File: src/design/ffba_pkg.sv
// ----------------------------------------------------------------------------
// ffba_pkg
// Types and codes shared by the first-fit block allocator modules.
// ----------------------------------------------------------------------------
package ffba_pkg;

    // widths of the request and response fields
    localparam int unsigned ADDR_W = 32;
    localparam int unsigned SIZE_W = 24;
    localparam int unsigned HDR_W  = 8;
    localparam int unsigned OP_W   = 2;
    localparam int unsigned ST_W   = 2;
    localparam int unsigned CFG_IDX_W = 1;

    // operation codes
    localparam logic [OP_W-1:0] OP_ALLOC  = 2'd0;
    localparam logic [OP_W-1:0] OP_ZALLOC = 2'd1;
    localparam logic [OP_W-1:0] OP_FREE   = 2'd2;

    // status codes
    localparam logic [ST_W-1:0] ST_OK       = 2'd0;
    localparam logic [ST_W-1:0] ST_NO_ROOM  = 2'd1;
    localparam logic [ST_W-1:0] ST_UNKNOWN  = 2'd2;
    localparam logic [ST_W-1:0] ST_TOO_BIG  = 2'd3;

    // configuration register indexes
    localparam logic [CFG_IDX_W-1:0] CFG_HEAP_BASE    = 1'd0;
    localparam logic [CFG_IDX_W-1:0] CFG_HEADER_BYTES = 1'd1;

    // reset value of the header size
    localparam logic [HDR_W-1:0] HEADER_RESET = 8'd32;

    typedef struct packed {
        logic [OP_W-1:0]   operation;
        logic [SIZE_W-1:0] request_size;
        logic [SIZE_W-1:0] element_count;
        logic [ADDR_W-1:0] free_address;
    } t_req;

    typedef struct packed {
        logic [ST_W-1:0]   status;
        logic [ADDR_W-1:0] payload_address;
        logic [SIZE_W-1:0] granted_size;
        logic              reused_block;
        logic              zero_fill;
    } t_rsp;

    // one block table entry
    typedef struct packed {
        logic [ADDR_W-1:0] base;
        logic [SIZE_W-1:0] length;
        logic              in_use;
    } t_entry;

endpackage

File: src/design/ffba_table.sv
// ----------------------------------------------------------------------------
// ffba_table
// Block table memory: one write port, one read port with registered data.
// ----------------------------------------------------------------------------
module ffba_table #(
    parameter int unsigned DEPTH = 64,
    parameter int unsigned AW    = 6
) (
    input  logic                   i_clk,
    input  logic                   i_we,
    input  logic [AW-1:0]          i_waddr,
    input  ffba_pkg::t_entry       i_wdata,
    input  logic [AW-1:0]          i_raddr,
    output ffba_pkg::t_entry       o_rdata
);
    import ffba_pkg::*;

    t_entry r_mem [DEPTH];
    t_entry r_rdata;

    // write port
    always_ff @(posedge i_clk) begin
        if (i_we) begin
            r_mem[i_waddr] <= i_wdata;
        end
    end

    // registered read port
    always_ff @(posedge i_clk) begin
        r_rdata <= r_mem[i_raddr];
    end

    assign o_rdata = r_rdata;

endmodule

File: config.mk
export PLATFORM = sky130hd
export DESIGN_NAME = ffba_table
export DESIGN_NICKNAME = d
export VERILOG_FILES = /design/src/design/ffba_pkg.sv /design/src/design/ffba_table.sv
export SDC_FILE = /design/constraint.sdc
export NUM_CORES = 2
export LEC_CHECK = 0
export BUFFER_PORTS_ARGS = -buffer_cell sky130_fd_sc_hd__buf_2
export CORE_UTILIZATION = 40
export CTS_BUF_LIST = sky130_fd_sc_hd__clkbuf_2
export CTS_CLUSTER_DIAMETER = 30
export DETAILED_ROUTE_END_ITERATION = 16
export HOLD_SLACK_MARGIN = 0.06
export RECOVER_POWER = 25
export SKIP_LAST_GASP = 1
export SYNTH_ARGS = -nofsm -noshare
export SYNTH_HDL_FRONTEND = slang
export SYNTH_SLANG_ARGS = --single-unit
File: constraint.sdc
create_clock -name i_clk -period 10.86 [get_ports i_clk]
set_input_delay 0 -clock i_clk [delete_from_list [all_inputs] [get_ports i_clk]]
set_output_delay 0 -clock i_clk [all_outputs]
set_load 0.1 [all_outputs]
# [Word-level counts from Yosys, hierarchy flattened]
# Memories as Yosys holds them, arrays and structs flattened. A register that Yosys moved wholly into a read port is not among the register bits.
# Index checks and enable logic that the tools add are counted.
# W data, S select, Z words.
[word_totals] register_bits=0 ramBits=3648 in_bits=71 out_inout_bits=57 word_cells=3 n_memories=1
[classes] n_mux=2
[mem_list] memory="r_mem" words=64 width=57 read_ports=1 rd_ports_with_merged_regs=1 wr=1 line_no="ffba_table.sv:18" rtl="t_entry r_mem [DEPTH];"
[ops] op="$mux W1" n=2

# [Longest topological paths before layout]
[logic_depth] ltp_word=2 ltp_mapped=10 ltp_nobuf=5

# [Worst setup path before layout]
# No wires, ideal clock.
[synth_timing] path_kind="input port to flip-flop" start="input i_waddr[3]" end="memory r_mem[48][0] (netlist bit) (enable)" setup_time_ns=0.542 arrival_ns=4.402 path_slack_ns=5.916 stages=4 cell_sequence="clkbuf_1 nor2b_1 nand4b_1 nor3_1"
[synth_lines] element="start: declaration" line_no="ffba_table.sv:11" rtl="input logic [AW-1:0] i_waddr,"
[synth_lines] element="end: declaration" line_no="ffba_table.sv:18"
# No word-level cell before the write port.

==> flow_metrics.env <==
export IMPL_areaGrowthSynthToFinish_pct=13.5
export IMPL_slew_headroom_pct=-79.0
export IMPL_power_frac_clock_pct=34.2
export IMPL_min_period_ns=5.07
export IMPL_cts_path_max_buffers=4
export IMPL_startpoint_type="primary input"
export IMPL_num_io_pins=128
export IMPL_ir_drop_mv=0.117
export IMPL_rsz0062_at_grt="no"
export IMPL_crit_type="in -> reg"
export IMPL_die_h_um=593
export IMPL_endpoint_kind="register"
export IMPL_place_gp_congestion=0.764
export IMPL_layout_area_seq_mm2=0.111
export IMPL_seq_power_share_pct=59.5
export IMPL_drt_pass1_iter_count=6
export IMPL_switching_power_mw=6.76
export IMPL_fmax_mhz=197
export IMPL_placed_cells=10300
export IMPL_coreArea_mm2=0.347
export IMPL_yosysWarnings=0
export IMPL_r2r_start="r_mem[47][5]$_DFFE_PP_"
export IMPL_cellPowerDensity_mw_per_mm2=169
export IMPL_cts_sinks=3705
export IMPL_cts_resized_gates=0
export IMPL_hold_end="o_rdata[4]$_DFF_P_"
export IMPL_crit_required_ns=12.92
export IMPL_skew_ns=0.120
export IMPL_rows=216
export IMPL_n_fill_cell=29300
export IMPL_cts_tree="built"
export IMPL_avgRoutedWirePerCell_um=32.0
export IMPL_die_area_mm2=0.351
export IMPL_die_width_um=593
export IMPL_grt_first_pass_wirelength_mm=547
export IMPL_grt_max_degree=109
export IMPL_synth_nets=5831
export IMPL_switching_share_pct=25.3
export IMPL_drv_cap=41
export IMPL_post_route_period_util_pct=46.7
export IMPL_fin_cells=12300
export IMPL_nets=7084
export IMPL_yosysSeqAreaShare_pct=79.3
export IMPL_hold_class="in -> reg"
export IMPL_slew_violations=2665
export IMPL_min_path_cells=8
export IMPL_r2r_worst_path_cells=8
export IMPL_cts_htree_levels=6
export IMPL_cts_root_buf="clkbuf_2"
export IMPL_p_int_mw=20.0
export IMPL_path_max_fanout=108
export IMPL_routed_wl_mm=393
export IMPL_vias=70400
export IMPL_tns_ns=0
export IMPL_drive_above_1_share_pct=36.6
export IMPL_power_leakage_nw=50.6
export IMPL_multi_input_area_mm2=0.0277
export IMPL_route_detailed_drc=0
export IMPL_antenna_found_initial=37
export IMPL_avgSynthCellArea_um2=24.2
export IMPL_rr_endpoint="o_rdata[5]$_DFF_P_"
export IMPL_insertion_delay_ns=2.24
export IMPL_utilization_pct=45.7
export IMPL_cp_arrival_ns=7.13
export IMPL_whs_ns=0.364
export IMPL_synthCells=5760
export IMPL_io_buffers=127
export IMPL_finalPower_mw=26.8
export IMPL_violations="capacitance limit, slew limit"
export IMPL_hp_start="i_raddr[0]"
export IMPL_synth_ff_latch_count=3705
export IMPL_numCtsBuffers=887
export IMPL_r2r_setup_slack_ns=6.98
export IMPL_synth_area_mm2=0.140
export IMPL_hpwl_mm=202
export IMPL_worst_pin_slew_ns=2.69
export IMPL_pwr_share_comb_pct=6.3
export IMPL_grt_pass1_vias=72100
export IMPL_grt_usage_pct=22.3
export IMPL_cts_setup_buffers=0
export IMPL_antenna_left=0
export IMPL_drt_initial_drc_count=9481
export IMPL_grt_overflow_total=0
export IMPL_routed_via_density=5.71
export IMPL_path_clk_slew_ns=0.11
export IMPL_start_util_pct=40.2
export IMPL_hold_viol_final=0
export IMPL_outcome="finished with violations"
export IMPL_ys_types=37
export IMPL_setup_violations=0
worst max path at each step:
| stage | start | cells after the start | endpoint | slack, ns |
|---|---|---|---|---|
| 2_1_floorplan | i_waddr[3] | 4 | r_mem[48][0]$_DFFE_PP_ | 5.92 |
| 3_3_place_gp | i_raddr[0] | 7 | o_rdata[45]$_DFF_P_ | 6.72 |
| 3_5_place_dp | i_raddr[2] | 9 | o_rdata[11]$_DFF_P_ | 6.71 |
| 4_1_cts | i_raddr[0] | 14 | o_rdata[5]$_DFF_P_ | 6.07 |
| 5_1_grt | i_raddr[0] | 14 | o_rdata[5]$_DFF_P_ | 5.71 |
| 6_report | i_raddr[0] | 14 | o_rdata[5]$_DFF_P_ | 5.79 |
power by group through the flow:
stage | clock [mW] | sequential (mW) | combinational (mW)
floorplan | 0 | 16.4 | 0.768
global placement | 0 | 16.2 | 1.54
detailed placement | 0 | 16.2 | 1.56
CTS | 9.40 | 15.9 | 1.74
global route | 10.1 | 15.9 | 1.77
finish | 9.16 | 15.9 | 1.69
placed cells by master (no fill, tap or decap), types with 4 or more instances in the layout:
cell and instances:
nand3_1 20, dlygate4sd3_1 301, nor3_1 7, mux4_2 998, a211o_1 12, o22ai_1 171, clkinv_2 59, a31oi_1 28
o221a_2 6, diode_2 11, nand2_1 72, clkbuf_1 52, dfxtp_1 57, nand2b_1 9, o22a_1 19, bufinv_16 15
mux2i_1 87, clkinv_8 5, nor2_1 79, mux2_2 42, inv_6 11, buf_4 175, o21ai_0 28, inv_2 6
clkinv_4 16, a21oi_1 38, clkinvlp_4 8, buf_2 111, nor2b_1 7, inv_8 4, edfxtp_1 3648, clkinv_1 224
clkbuf_2 1254, buf_16 14, buf_12 22, nor2_4 62, o221ai_1 25
flip-flops by register name (all words and copies together), names as in the netlist:
name,flops
r_mem,3648
o_rdata,57
critical path, cell delays in order:
cell,delay [ns]
dlygate4sd3_1,0.53
dlygate4sd3_1,0.61
buf_12,0.18
buf_16,0.59
buf_12,0.59
buf_4,0.84
mux4_2,0.59
dlygate4sd3_1,0.57
mux4_2,0.47
dlygate4sd3_1,0.60
o22ai_1,0.14
dlygate4sd3_1,0.58
nor2_1,0.05
dlygate4sd3_1,0.56
synthesized netlist by cell type:
library cell | count | area (um^2)
a21oi_1 | 38 | 190
buf_6 | 25 | 282
buf_2 | 65 | 325
or2_2 | 3 | 18.8
nand2_1 | 76 | 285
a31oi_1 | 28 | 175
o21ai_0 | 28 | 140
nand4b_1 | 1 | 8.76
edfxtp_1 | 3648 | 110000
or3b_2 | 2 | 17.5
a221oi_1 | 2 | 17.5
dfxtp_1 | 57 | 1140
o22ai_1 | 171 | 1070
and2_1 | 2 | 12.5
or2_0 | 1 | 6.26
nor2_1 | 141 | 529
nor2b_1 | 8 | 50.1
nand3_1 | 20 | 100
nand3b_1 | 2 | 15.0
clkbuf_4 | 1 | 7.51
inv_2 | 1 | 3.75
mux4_2 | 998 | 22500
or3b_1 | 1 | 8.76
mux2i_1 | 87 | 871
a211o_1 | 12 | 105
clkbuf_1 | 135 | 507
mux2_2 | 42 | 473
nand4_1 | 2 | 12.5
buf_4 | 55 | 413
buf_1 | 34 | 128
nor3_1 | 9 | 45.0
o21ai_1 | 1 | 5.00
o22a_1 | 19 | 166
or3_1 | 3 | 18.8
nand2b_1 | 11 | 68.8
o221a_2 | 6 | 67.6
o221ai_1 | 25 | 219
timing repair:
action | CTS | global route
endpoints found under the hold margin | 7353 | 0
endpoints found under the setup margin | 0 | 0
hold buffers | 367 | 0
cells by family after synthesis:
family / synth area share, %
AOI/OAI and AO/OA: 1.55
buffers and inverters: 1.19
DFF: 79.3
muxes: 17.1
and+or+nand+nor: 0.858
routing by layer:
metal | global-route usage [%] | share of wire (%) | vias up
li1 | - | - | 28100
met1 | 30.6 | 40 | 37800
met2 | 36.0 | 49 | 3883
met3 | 4.88 | 9.5 | 569
met4 | 6.17 | 2.3 | 16
met5 | 0 | 0.026 | -
cell type report:
type / count / area share, %
flip-flops and latches: 3705 / 69.9
multi-input cells: 1739 / 17.5
clock buffers: 1253 / 3.96
repair buffers: 679 / 3.76
well taps: 4578 / 3.62
clock inverters: 347 / 1.28
diodes: 11 / 0.0174
inverters: 1 / 0.00553
through the flow:
step	cell area, um^2	setup slack, ns
finish	158000	5.79
global route	158000	5.71
CTS	159000	6.07
detailed placement	146000	6.71
global placement	146000	6.72
floorplan	140000	5.92
Note: power is estimated with default switching activity, not from simulation.
